$ cat config.mk
export PLATFORM = sky130hd
export DESIGN_NAME = ptrl_div
export DESIGN_NICKNAME = d
export VERILOG_FILES = /design/src/rtl/core/ptrl_pkg.sv /design/src/rtl/core/ptrl_div.sv
export SDC_FILE = /design/constraint.sdc
export NUM_CORES = 1
export LEC_CHECK = 0
export ABC_AREA = 1
export BUFFER_PORTS_ARGS = -buffer_cell sky130_fd_sc_hd__buf_2
export CORE_MARGIN = 2
export CORE_UTILIZATION = 40
export DETAILED_ROUTE_END_ITERATION = 8
export GPL_TIMING_DRIVEN = 0
export PLACE_DENSITY_LB_ADDON = 0.08
export SYNTH_ARGS = -nofsm -noshare
export SYNTH_HDL_FRONTEND = slang
export SYNTH_SLANG_ARGS = --single-unit
$ cat constraint.sdc
create_clock -name clk -period 10.1 [get_ports clk]
set_input_delay 1.01 -clock clk [delete_from_list [all_inputs] [get_ports clk]]
set_output_delay 1.01 -clock clk [all_outputs]
set_load 0.02 [all_outputs]
$ cat src/rtl/core/ptrl_pkg.sv
// Shared constants, types and helpers for the ramp-limited Tustin PID controller.
package ptrl_pkg;

  localparam int DATA_W    = 32;
  localparam int TIME_W    = 32;
  localparam int LIM_W     = 31;
  localparam int DT_W      = 19;
  localparam int CFG_IDX_W = 3;
  localparam int Q_FRAC    = 16;
  localparam int SUM_W     = DATA_W + 2;

  localparam int MUL_W  = DATA_W + 1;
  localparam int PROD_W = 2 * MUL_W;

  localparam int DVD_W     = 51;
  localparam int DVS_W     = 20;
  localparam int QUO_W     = 32;
  localparam int DIV_STEPS = QUO_W / 2;
  localparam int CNT_W     = $clog2(DIV_STEPS);

  localparam int DT_MAX_US     = 500000;
  localparam int DT_DEFAULT_US = 1000;
  localparam int US_PER_S      = 1000000;

  localparam logic [CFG_IDX_W-1:0] REG_GAIN_P    = 3'd0;
  localparam logic [CFG_IDX_W-1:0] REG_GAIN_I    = 3'd1;
  localparam logic [CFG_IDX_W-1:0] REG_GAIN_D    = 3'd2;
  localparam logic [CFG_IDX_W-1:0] REG_OUT_LIMIT = 3'd3;
  localparam logic [CFG_IDX_W-1:0] REG_RAMP_RATE = 3'd4;

  localparam logic signed [PROD_W-1:0] S32_MAX = {{(PROD_W-DATA_W){1'b0}}, 32'h7FFF_FFFF};
  localparam logic signed [PROD_W-1:0] S32_MIN = {{(PROD_W-DATA_W){1'b1}}, 32'h8000_0000};

  typedef struct packed {
    logic done;
    logic ovf;
  } div_stat_t;

  // floor(p / 2^16), saturated to signed 32 bit
  function automatic logic signed [DATA_W-1:0] sat_q16(input logic signed [PROD_W-1:0] p);
    logic signed [PROD_W-1:0] s;
    s = p >>> Q_FRAC;
    if (s > S32_MAX) begin
      sat_q16 = S32_MAX[DATA_W-1:0];
    end else if (s < S32_MIN) begin
      sat_q16 = S32_MIN[DATA_W-1:0];
    end else begin
      sat_q16 = s[DATA_W-1:0];
    end
  endfunction

endpackage

$ cat src/rtl/core/ptrl_div.sv
// Unsigned radix-4 restoring divider: 51-bit dividend, 20-bit divisor, 32-bit quotient.
module ptrl_div (
  input  logic                          clk,
  input  logic                          rst_n,
  input  logic                          start,
  input  logic [ptrl_pkg::DVD_W-1:0]    dividend,
  input  logic [ptrl_pkg::DVS_W-1:0]    divisor,
  output logic [ptrl_pkg::QUO_W-1:0]    quot,
  output ptrl_pkg::div_stat_t           stat
);
  import ptrl_pkg::*;

  localparam int HI_W = DVD_W - QUO_W;

  logic             busy_r, done_r, ovf_r;
  logic [CNT_W-1:0] cnt_r;
  logic [DVS_W-1:0] rem_r, dvs_r;
  logic [QUO_W-1:0] quo_r;

  logic [DVS_W:0]   r1, r2, r1s, r2s;
  logic             b1, b2;
  logic [DVS_W-1:0] hi_part;

  assign hi_part = {{(DVS_W-HI_W){1'b0}}, dividend[DVD_W-1:QUO_W]};

  always_comb begin
    r1  = {rem_r, quo_r[QUO_W-1]};
    b1  = (r1 >= {1'b0, dvs_r});
    r1s = b1 ? (r1 - {1'b0, dvs_r}) : r1;
    r2  = {r1s[DVS_W-1:0], quo_r[QUO_W-2]};
    b2  = (r2 >= {1'b0, dvs_r});
    r2s = b2 ? (r2 - {1'b0, dvs_r}) : r2;
  end

  always_ff @(posedge clk) begin
    if (!rst_n) begin
      busy_r <= 1'b0;
      done_r <= 1'b0;
      cnt_r  <= '0;
    end else begin
      done_r <= 1'b0;
      if (start) begin
        busy_r <= 1'b1;
        cnt_r  <= '0;
      end else if (busy_r) begin
        cnt_r <= cnt_r + 1'b1;
        if (cnt_r == CNT_W'(DIV_STEPS - 1)) begin
          busy_r <= 1'b0;
          done_r <= 1'b1;
        end
      end
    end
  end

  always_ff @(posedge clk) begin
    if (start) begin
      // quotient would not fit in 32 bits
      ovf_r <= (hi_part >= divisor);
      rem_r <= hi_part;
      quo_r <= dividend[QUO_W-1:0];
      dvs_r <= divisor;
    end else if (busy_r) begin
      rem_r <= r2s[DVS_W-1:0];
      quo_r <= {quo_r[QUO_W-3:0], b1, b2};
    end
  end

  assign quot      = quo_r;
  assign stat.done = done_r;
  assign stat.ovf  = ovf_r;

endmodule

==> Word-level counts from Yosys, hierarchy flattened <==
Cells that the tools add are included.
{ "classes": {"addsub": 3, "n_lt_le_gt_ge": 3, "n_eq_ne": 1, "mux": 10, "bitwise_logic": 2, "reduce_logical": 3} }
{ "op_table": {"columns": ["op", "count"], "rows": [
  ["$mux 32", 2],
  ["$ge 21x20->1", 2],
  ["$mux 20", 2],
  ["$sub 20x20->20", 2],
  ["$mux 19", 2],
  ["$ge 19x20->1", 1],
  ["$add 4x1->4 const B", 1],
  ["$eq 4x4->1 const B", 1],
  ["$mux 1", 4],
  ["$reduce_or 3->1", 1],
  ["$not 1->1", 2],
  ["$reduce_bool 2->1", 1],
  ["$reduce_or 2->1", 1]
]} }
{ "word_totals": {"regBits": 79, "inputBits": 74, "wordCells": 30} }

==> Longest topological paths before layout <==
Gate-level depths: netlist (run 1).
{ "logic_depth": {"depth_word": 6, "depth_mapped": 31, "depth_no_buf": 29} }

==> Worst setup path before layout (run 1) <==
OpenSTA, ideal clock, no wires.
{ "synth_path": {"path_type": "register to register", "from": "reg rem_r[7]", "to": "reg rem_r[8], data pin", "arrival_time_ps": 3444, "slack_ps": 6402, "stages_incl_launch_ff": 27, "path_buffers": 2, "synth_period_minus_slack_ps": 3698, "cell_sequence": "edfxtp_1 > ha_1 > nand2_2 > inv_1 > nand2_1 > nand2_1 > nand2_1 > nand2_1 > a21oi_1 > buf_2 > nand4_1 > nand2_1 > inv_1 > ha_1 > nand2_1 > inv_1 > a21oi_1 > nand2_1 > nand2_1 > nand3_1 > nand2_1 > nand2_1 > nand2_2 > buf_2 > nand4_1 > nand3_1 > nand2_1"} }
{ "synth_via": {"elab_chain_cells": 6, "word_cells_on_any_way": 8, "classes_between": "add/sub (2); order compare (2); mux (4)"} }
{ "synth_lines": {"columns": ["item", "line_no", "text"], "rows": [
  ["start, declared", "ptrl_div.sv:17", "logic [DVS_W-1:0] rem_r, dvs_r;"],
  ["start signal, assigned", "ptrl_div.sv:59", "rem_r <= hi_part;"],
  ["start signal, assigned", "ptrl_div.sv:63", "rem_r <= r2s[DVS_W-1:0];"],
  ["$ge 21x20->1 or $sub 20x20->20 (tied branches)", "ptrl_div.sv:28, ptrl_div.sv:29", null],
  ["$mux 20 *", "ptrl_div.sv:29", "r1s = b1 ? (r1 - {1'b0, dvs_r}) : r1;"],
  ["$sub 20x20->20 or $ge 21x20->1 (tied branches)", "ptrl_div.sv:32, ptrl_div.sv:31", null],
  ["$mux 20 *", "ptrl_div.sv:32", "r2s = b2 ? (r2 - {1'b0, dvs_r}) : r2;"],
  ["$mux 19 *", "ptrl_div.sv:62", "end else if (busy_r) begin"],
  ["$mux 19 *", "ptrl_div.sv:56", "if (start) begin"]
]} }
Every way passes the cells marked *; elsewhere a longest branch is shown, timed or not. The select of a mux whose other input is x is not followed.
A chain may end at the register's enable or synchronous reset.

==> Worst setup path in the final report (run 1) <==
{ "layout_path": {"from": "reg rem_r[16]", "to": "reg rem_r[8], data pin"} }
The elaborated chain is that of the path after synthesis.

==> flow_summary.json, run 1 <==
{
  "synth_compound_area_share_pct": 5.310,
  "clk_pin_slew_ns": 0.06,
  "yosysTopAreaCell": "edfxtp_1",
  "async_flop_share_pct": 0,
  "yosysTopAreaCellShare_pct": 31.42,
  "synthXorXnorAreaFrac_pct": 2.801,
  "grt_util_all_layers_pct": 22.30,
  "synthTopCellsByArea": "edfxtp_1 (31%), nand2_1 (22%), ha_1 (11%), inv_1 (9.4%), nand4_1 (3.5%)",
  "die_area_mm2": 0.01827,
  "grt_max_degree": 42,
  "layout.nets": 1251,
  "htreeDepth": 3,
  "yosysSeqAreaShare_pct": 33.46,
  "crit_path_cell_trace": "ha_1, nand2_1, nor3_1, nand3_2, nand4_4, buf_2, nand2_1, nand2_1, inv_1, ha_1, a21oi_1, nand2_1, a21oi_1, nand3_1, nand2_1, nand2_1, nand2_2, buf_2, nand4_1, nand3_1, nand2_1",
  "postCtsResizedCells": 0,
  "drive_gt1_share_pct": 13.39,
  "drtIter0Drc": 393,
  "hold_class": "reg -> reg",
  "rsz0062_at_grt": "no",
  "synth_fp_nets": 1132,
  "hold_buffers": 0,
  "utilization_pct": 47.91,
  "grt_pass1_vias": 6290,
  "avgSynthCellArea_um2": 6.908,
  "fmax_ghz": 0.2110,
  "synth-edff-count": 72,
  "regArea_mm2": 0.002302,
  "totalWireLength_um": 19490,
  "path_class": "reg -> reg",
  "vias": 6481,
  "portBuffers": 107,
  "skew_ns": 0.005191,
  "yosysUniqueCellTypes": 36,
  "initial_core_util_pct": 41.20,
  "multi_input_area_mm2": 0.003802,
  "cts_buffers": 9,
  "synth_flop_cell": "edfxtp_1",
  "crit_path_end_kind": "flip-flop",
  "final_hold_viol_count": 0,
  "crit_buf_inv": 3,
  "max_stage_delay_ns": 0.44,
  "timing.max_cap.violations": 0,
  "vdd_drop_max_mv": 0.1437,
  "dp_hpwl_um": 15960,
  "slew_violations": 0,
  "n_fill_cell": 1782,
  "gp_congestion": 0.9561,
  "synth-simple-area-share_pct": 35.66,
  "cts_tree": "yes",
  "overflow": 0,
  "routedWlPerCell_um": 14.55,
  "powerDensity_mw_per_mm2": 365.8,
  "final.period_utilization_pct": 46.93,
  "post_cts_buffers": 0,
  "vias_per_cell": 4.837,
  "worstPathRequired_ns": 10.19,
  "crit_top_cell": "nand2_1",
  "cts_root_buf": "clkbuf_16",
  "dieHeight_um": 135.2,
  "synth_mux_area_share_pct": 0,
  "ant_nets": 0,
  "relSlewSlack_pct": 58.46,
  "firstDrtPassIters": 5,
  "hold_ws_ns": 0.4635,
  "finalCriticalPeriod_ns": 4.740,
  "dieWidth_um": 135.2,
  "antenna_found_initial": 0,
  "max_slew.worst_pin.slew_ns": 0.6231,
  "final_cell_mix": "nand2_1 (396), inv_1 (172), buf_2 (112), edfxtp_1 (72), ha_1 (60)",
  "core_mm2": 0.01670,
  "clock_sinks": 79,
  "area_delta_synth_final_pct": 16.29,
  "arrival_ns": 4.83,
  "synth_top_family_by_area": "simple AND/OR/NAND/NOR gates",
  "ys_ff_latch": 79,
  "final_common_cell": "nand2_1",
  "row_count": 47,
  "cts_buffer_depth": 2,
  "syn-instance-count": 996,
  "antenna_cells": 0,
  "stdcell_area_mm2": 0.008001,
  "leakage_nw": 4.348,
  "grt_pass1_wl_um": 31570,
  "path_delay_family": "simple AND/OR/NAND/NOR gates",
  "setup_tns_ns": 0,
  "io-pin-count": 108,
  "drcViolationCount": 0,
  "placed_cell_area_mm2": 0.007711,
  "status": "finished clean",
  "clk_latency_ns": 0.34,
  "finalSetupViolCount": 0,
  "worstPathMaxFanout": 10,
  "yosys_warnings": 0,
  "syn_area_mm2": 0.006880,
  "cp_slowest_cell": "ha_1",
  "worst_setup_path_start_kind": "flip-flop",
  "synth-adder-area-share_pct": 11.49
}
==> cell type report <==
type	count	share of cell area (%)
plain buffers	24	1.532
inverters	174	8.163
clock inverters	6	0.7662
repair buffers	108	6.943
clock buffers	10	2.862
multi-input cells	719	47.52
flip-flops and latches	79	28.77
well taps	220	3.440
==> synthesized netlist by cell type (2+ instances only) <==
cell      number
buf_2          5
ha_1          60
a211oi_1       3
nand3b_1      15
a21oi_1       37
o21bai_1       5
xnor2_1       16
nand3_4        2
nand4_1       39
o21ai_0       15
nor3_1         6
fa_1           2
dfxtp_1        7
buf_6          2
xor2_1         6
o21a_1         2
buf_1          3
clkbuf_1      11
nand2_2        5
buf_4          3
nor2_2         4
nor2_1        52
inv_1        173
edfxtp_1      72
nand2_1      396
nand3_1       45
==> power breakdown <==
group	internal [W]	total [W]	switching [W]	leakage, nW
registers	0.000458	0.000503	0.0000453	0.784
clock network	0.000190	0.000321	0.000131	0.142
logic	0.000747	0.00210	0.00136	3.42
==> registers in the layout, indices dropped and copies added, names as in the netlist <==
register and flops:
rem_r 20, dvs_r 20, cnt_r 4, ovf_r 1, busy_r 1, done_r 1, quot 32
==> worst min-delay path, delay by kind of cell (launching register included) <==
kind | cells | cell delay (ns)
flip-flops | 1 | 0.31
buffers and inverters | 1 | 0.06
AO/OA/AOI/OAI | 1 | 0.05
==> metal layers <==
layer | vias to the layer above | GRT usage (%) | share of wire (%)
met3 | 12 | 4.415 | 4.7
met2 | 137 | 37.68 | 48
li1 | 3412 | - | -
met5 | - | 0 | 0
met4 | 0 | 4.688 | 0.96
met1 | 2920 | 29.81 | 47
==> per-stage QoR <==
| step | cells | setup WS (ns) | total power (W) |
|---|---|---|---|
| after floorplan | 996 | 6.402 | 0.002070 |
| after global placement | 1323 | 5.396 | 0.002572 |
| after detailed placement | 1324 | 5.405 | 0.002584 |
| after CTS | 1340 | 5.393 | 0.002921 |
| after global routing | 1340 | 4.970 | 0.003225 |
| final | 1340 | 5.360 | 0.002927 |
==> worst paths after layout <==
path	to	start	slack, ns	cells after the start
setup reg to reg	rem_r[8]	rem_r[16]	5.36	21
hold reg to reg	cnt_r[3]	cnt_r[3]	0.46	2
hold / removal	cnt_r[3]	cnt_r[3]	0.46	2
setup / recovery	rem_r[8]	rem_r[16]	5.36	21
==> kinds of logic after synthesis <==
kind of cell             count (synthesis)
AND/OR/NAND/NOR                        569
buffers and inverters                  198
flip-flops                              79
AO/OA/AOI/OAI                           66
adder cells (fa/ha/maj)                 62
XOR/XNOR                                22
Note: power is estimated with default switching activity, not from simulation.
==> run 2: changes to the inputs <==
- clock period: 10.1 -> 4.31 ns (I/O delays scaled with it)
==> run 2 against run 1 <==
Effect of this change: critical path type unchanged; global-route usage is 0.072 points higher; register-to-register slack worse by 5.1 ns; critical endpoint is now rem_r[9]; sequential power is 140% higher; wire length is 0.81% higher.
==> flow_summary.json, run 2 (synthesis results as in run 1) <==
{
  "cp_slowest_cell": "edfxtp_1",
  "vias": 6552,
  "final_common_cell": "nand2_1",
  "cts_buffer_depth": 2,
  "gp_congestion": 0.9561,
  "r2r_start": "rem_r[14]",
  "clock_sinks": 79,
  "status": "finished clean",
  "crit_top_cell": "nand2_1",
  "utilization_pct": 49.96,
  "stdcell_area_mm2": 0.008343,
  "fmax_ghz": 0.2454,
  "clk_latency_ns": 0.34,
  "power.switching_w": 0.003723,
  "grt_pass1_vias": 6322,
  "placed_cell_area_mm2": 0.007711,
  "switching_share_pct": 51.33,
  "drive_gt1_share_pct": 17.39,
  "hold_ws_ns": 0.2757,
  "hold_buffers": 0,
  "leakage_nw": 4.422,
  "largest_reg_flops": 32,
  "worstHoldPathCells": 1,
  "portBuffers": 107,
  "grt_util_all_layers_pct": 22.37,
  "overflow": 0,
  "skew_ns": 0.004776,
  "r2r_cells": 25,
  "drtIter0Drc": 356,
  "finalSetupViolCount": 0,
  "r2r_end": "rem_r[9]",
  "dp_hpwl_um": 15960,
  "dieWidth_um": 135.2,
  "timing.max_cap.violations": 0,
  "rsz0062_at_grt": "no",
  "worstPathRequired_ns": 4.40,
  "final_cell_mix": "nand2_1 (390), inv_1 (171), buf_2 (109), edfxtp_1 (72), nor2_1 (49)",
  "vias_per_cell": 4.864,
  "p_comb_share_pct": 73.0,
  "finalCriticalPeriod_ns": 4.075,
  "htreeDepth": 3,
  "cts_tree": "yes",
  "cts_root_buf": "clkbuf_16",
  "core_mm2": 0.01670,
  "worst_setup_path_start_kind": "flip-flop",
  "layout.nets": 1258,
  "die_area_mm2": 0.01827,
  "powerDensity_mw_per_mm2": 869.4,
  "dieHeight_um": 135.2,
  "r2r_slack_ns": 0.23,
  "drcViolationCount": 0,
  "hp-start": "divisor[2]",
  "grt_max_degree": 42,
  "hold_class": "in -> reg",
  "path_class": "reg -> reg",
  "max_stage_delay_ns": 0.41,
  "initial_core_util_pct": 41.20,
  "worstPathMaxFanout": 10,
  "final_hold_viol_count": 0,
  "stdcell_count": 1347,
  "final.period_utilization_pct": 94.55,
  "firstDrtPassIters": 5,
  "antenna_cells": 0,
  "arrival_ns": 4.17,
  "dpl.cell_count": 1324,
  "power_frac_seq_pct": 16.7,
  "totalWireLength_um": 19650,
  "vdd_drop_max_mv": 0.3694,
  "max_slew.worst_pin.slew_ns": 0.6230,
  "relSlewSlack_pct": 58.47,
  "row_count": 47,
  "antenna_found_initial": 0,
  "grt_pass1_wl_um": 31680,
  "routedWlPerCell_um": 14.59,
  "n_fill_cell": 1756,
  "io-pin-count": 108,
  "cts_buffers": 9,
  "crit_path_end_kind": "flip-flop",
  "clk_pin_slew_ns": 0.06,
  "internal-power_w": 0.003530,
  "hold_path_end": "dvs_r[2]",
  "ant_nets": 0,
  "clkPwrFrac_pct": 10.4,
  "area_delta_synth_final_pct": 21.26,
  "slew_violations": 0
}
## run 2: metal layers
metal / global-route usage (%) / routed length, um / part of all wire, %
met2: 37.73 / 9380 / 48
met5: 0 / 0 / 0
met3: 4.564 / 1057 / 5.4
met1: 29.78 / 8975 / 46
met4: 4.919 / 238 / 1.2
## run 2: power groups by stage
stage / Sequential, W / Combinational, W / Clock [W]
after floorplan: 0.00120 / 0.00365 / 0
after global placement: 0.00120 / 0.00483 / 0
after detailed placement: 0.00119 / 0.00487 / 0
after CTS: 0.00118 / 0.00499 / 0.000776
after global routing: 0.00122 / 0.00594 / 0.000804
final: 0.00121 / 0.00529 / 0.000754
## run 2: final cells by class
type	instances	area [um^2]	area share, %
inverter	174	653.1	7.828
sequential	79	2302	27.59
clock inverter	6	61.31	0.7349
multi-input combinational	719	4068	48.76
buffer	24	146.4	1.755
timing repair buffer	115	608.1	7.289
clock buffer	10	229.0	2.744
tap	220	275.3	3.299
## run 2: how the worst max path moves through the flow
| stage | start | end | slack, ns |
|---|---|---|---|
| floorplan | rem_r[7] | rem_r[8] | 0.61 |
| global placement | rem_r[8] | rem_r[8] | -0.39 |
| detailed placement | rem_r[8] | rem_r[8] | -0.38 |
| CTS | dvs_r[8] | rem_r[8] | 0.02 |
| global route | quot[31] | rem_r[9] | 0.001 |
| finish | rem_r[14] | rem_r[9] | 0.23 |
## run 2: metrics by stage
stage	setup TNS [ns]	power, W	setup slack (ns)
floorplan	0	0.004851	0.6119
global placement	-6.058	0.006027	-0.3942
detailed placement	-5.876	0.006056	-0.3849
CTS	0	0.006947	0.01517
global route	0	0.007964	0.001235
finish	0	0.007253	0.2349
## run 2: what timing repair did
item                                    CTS  global route
gates resized for setup                  20            38
pin swaps                                 1             7
endpoints found under the setup margin   21            21
setup buffers                             0             7
## run 2: worst max-delay path: cells and delay by family (launching register included)
kind / cells / cell delay, ns
adder cells (fa/ha/maj): 2 / 0.75
buffers and inverters: 4 / 0.46
flip-flops: 1 / 0.41
AND/OR/NAND/NOR: 19 / 2.20
==> run 3: changes to the inputs <==
- CORE_ASPECT_RATIO: unset -> 0.9
==> run 3 against run 2 <==
Effect of this change: count of clock-buffer cells in the layout is 1 lower; die area hardly changed; sequential power hardly changed; hold slack worse by 0.0079 ns; register-to-register slack worse by 0.02 ns; largest power group unchanged; total power is 2.8% higher.
==> flow_summary.json, run 3 (synthesis results as in run 1) <==
{
  "r2r_end": "rem_r[6]",
  "clk_pin_slew_ns": 0.07,
  "finalSetupViolCount": 0,
  "drtIter0Drc": 397,
  "hp-start": "divisor[2]",
  "grt_util_all_layers_pct": 23.19,
  "cts_root_buf": "clkbuf_16",
  "power.switching_w": 0.003841,
  "ant_nets": 0,
  "hold_buffers": 0,
  "overflow": 0,
  "leakage_nw": 4.474,
  "gp_congestion": 0.9189,
  "placed_cell_area_mm2": 0.007700,
  "multi_input_area_mm2": 0.004089,
  "cts_tree": "yes",
  "worst_setup_path_start_kind": "flip-flop",
  "crit_path_end_kind": "flip-flop",
  "dieWidth_um": 142.2,
  "totalWireLength_um": 20380,
  "hold_ws_ns": 0.2678,
  "hold_path_end": "dvs_r[2]",
  "regArea_mm2": 0.002302,
  "slew_violations": 0,
  "status": "finished clean",
  "htreeDepth": 3,
  "max_stage_delay_ns": 0.46,
  "worstPathMaxFanout": 6,
  "antenna_found_initial": 0,
  "vdd_drop_max_mv": 0.4114,
  "max_slew.worst_pin.slew_ns": 0.6814,
  "timing.max_cap.violations": 0,
  "final_cell_mix": "nand2_1 (389), inv_1 (170), buf_2 (108), edfxtp_1 (72), nor2_1 (50)",
  "vias": 6656,
  "final_common_cell": "nand2_1",
  "cts_buffer_depth": 2,
  "stdcell_area_mm2": 0.008428,
  "clkPwrFrac_pct": 10.4,
  "grt_max_degree": 38,
  "hold_class": "in -> reg",
  "switching_share_pct": 51.53,
  "arrival_ns": 4.20,
  "finalCriticalPeriod_ns": 4.099,
  "power_frac_seq_pct": 16.2,
  "clk_latency_ns": 0.35,
  "cp_slowest_cell": "fa_2",
  "largest_reg_flops": 32,
  "routedWlPerCell_um": 15.16,
  "grt_pass1_wl_um": 32550,
  "fmax_ghz": 0.2440,
  "portBuffers": 107,
  "power_w": 0.007454,
  "skew_ns": 0.01199,
  "path_class": "reg -> reg",
  "layout.nets": 1265,
  "clock_sinks": 79,
  "worstPathRequired_ns": 4.41,
  "p_comb_share_pct": 73.3,
  "cts_buffers": 9,
  "io-pin-count": 108,
  "n_fill_cell": 1754,
  "firstDrtPassIters": 5,
  "worstHoldPathCells": 1,
  "core_mm2": 0.01683,
  "row_count": 45,
  "grt_pass1_vias": 6318,
  "die_area_mm2": 0.01827,
  "relSlewSlack_pct": 54.57,
  "dp_hpwl_um": 16170,
  "final.period_utilization_pct": 95.10,
  "final_hold_viol_count": 0,
  "r2r_slack_ns": 0.21,
  "r2r_start": "quot[31]",
  "drive_gt1_share_pct": 18.01,
  "powerDensity_mw_per_mm2": 884.4,
  "initial_core_util_pct": 40.87,
  "vias_per_cell": 4.952,
  "dieHeight_um": 128.4,
  "area_delta_synth_final_pct": 22.49,
  "drcViolationCount": 0,
  "antenna_cells": 0,
  "r2r_cells": 29,
  "internal-power_w": 0.003613
}
[run 3: cell types whose count changed in the layout (fill, tap and decap cells not counted), moves of 2 or more]
cell and delta:
buf_6 +3, nor3_4 +2, buf_4 +6, nor3_2 -2
inv_6 +2, clkinv_2 -2
[run 3: worst max path at each step]
stage / from / endpoint / cells past startpoint
after global routing: quot[31] / rem_r[5] / 29
final: quot[31] / rem_r[6] / 29
after detailed placement: dvs_r[8] / rem_r[8] / 27
after floorplan: rem_r[7] / rem_r[8] / 26
after CTS: rem_r[12] / rem_r[8] / 25
after global placement: dvs_r[8] / rem_r[8] / 27
[run 3: worst max-delay path, delay by kind of cell (launching register included)]
family          cells  cell delay (ns)
fa+ha+maj           3             0.91
buf+inv             8             0.66
compound gates      2             0.35
simple gates       16             1.51
flops               1             0.42
[run 3: cell type report]
class,instances,area share [%]
plain buffers,24,1.811
clock inverters,6,0.8165
flip-flops and latches,79,27.32
inverters,174,7.749
clock buffers,9,2.672
well taps,211,3.132
multi-input cells,719,48.52
repair buffers,122,7.987
[run 3: repair_timing]
| action | CTS | global route |
|---|---|---|
| buffers inserted | 0 | 14 |
| gates resized for setup | 22 | 43 |
| endpoints found under the setup margin | 21 | 21 |
| cloned | 0 | 0 |
| pin swaps | 1 | 7 |
[run 3: power by group through the flow]
stage	combinational, W	sequential, W	clock [W]
2_1_floorplan	0.00365	0.00120	0
3_3_place_gp	0.00487	0.00119	0
3_5_place_dp	0.00490	0.00119	0
4_1_cts	0.00503	0.00119	0.000793
5_1_grt	0.00611	0.00123	0.000816
6_report	0.00547	0.00121	0.000777
[run 3: stage by stage]
step	util [%]	setup WS, ns	TNS (ns)	cells
2_1_floorplan	-	0.6119	0	996
5_1_grt	50.06	-0.03712	-0.1572	1344
3_5_place_dp	45.74	-0.4780	-7.625	1315
4_1_cts	48.22	0.001674	0	1330
6_report	50.06	0.2114	0	1344
3_3_place_gp	45.62	-0.4688	-7.249	1314
[run 3: routing by layer]
layer / up-vias / GRT usage [%] / share of wire [%]
met2: 159 / 36.46 / 44
met3: 21 / 2.419 / 4.6
met5: - / 0 / 0
met4: 0 / 7.588 / 2.1
met1: 3039 / 33.54 / 49
li1: 3437 / - / -
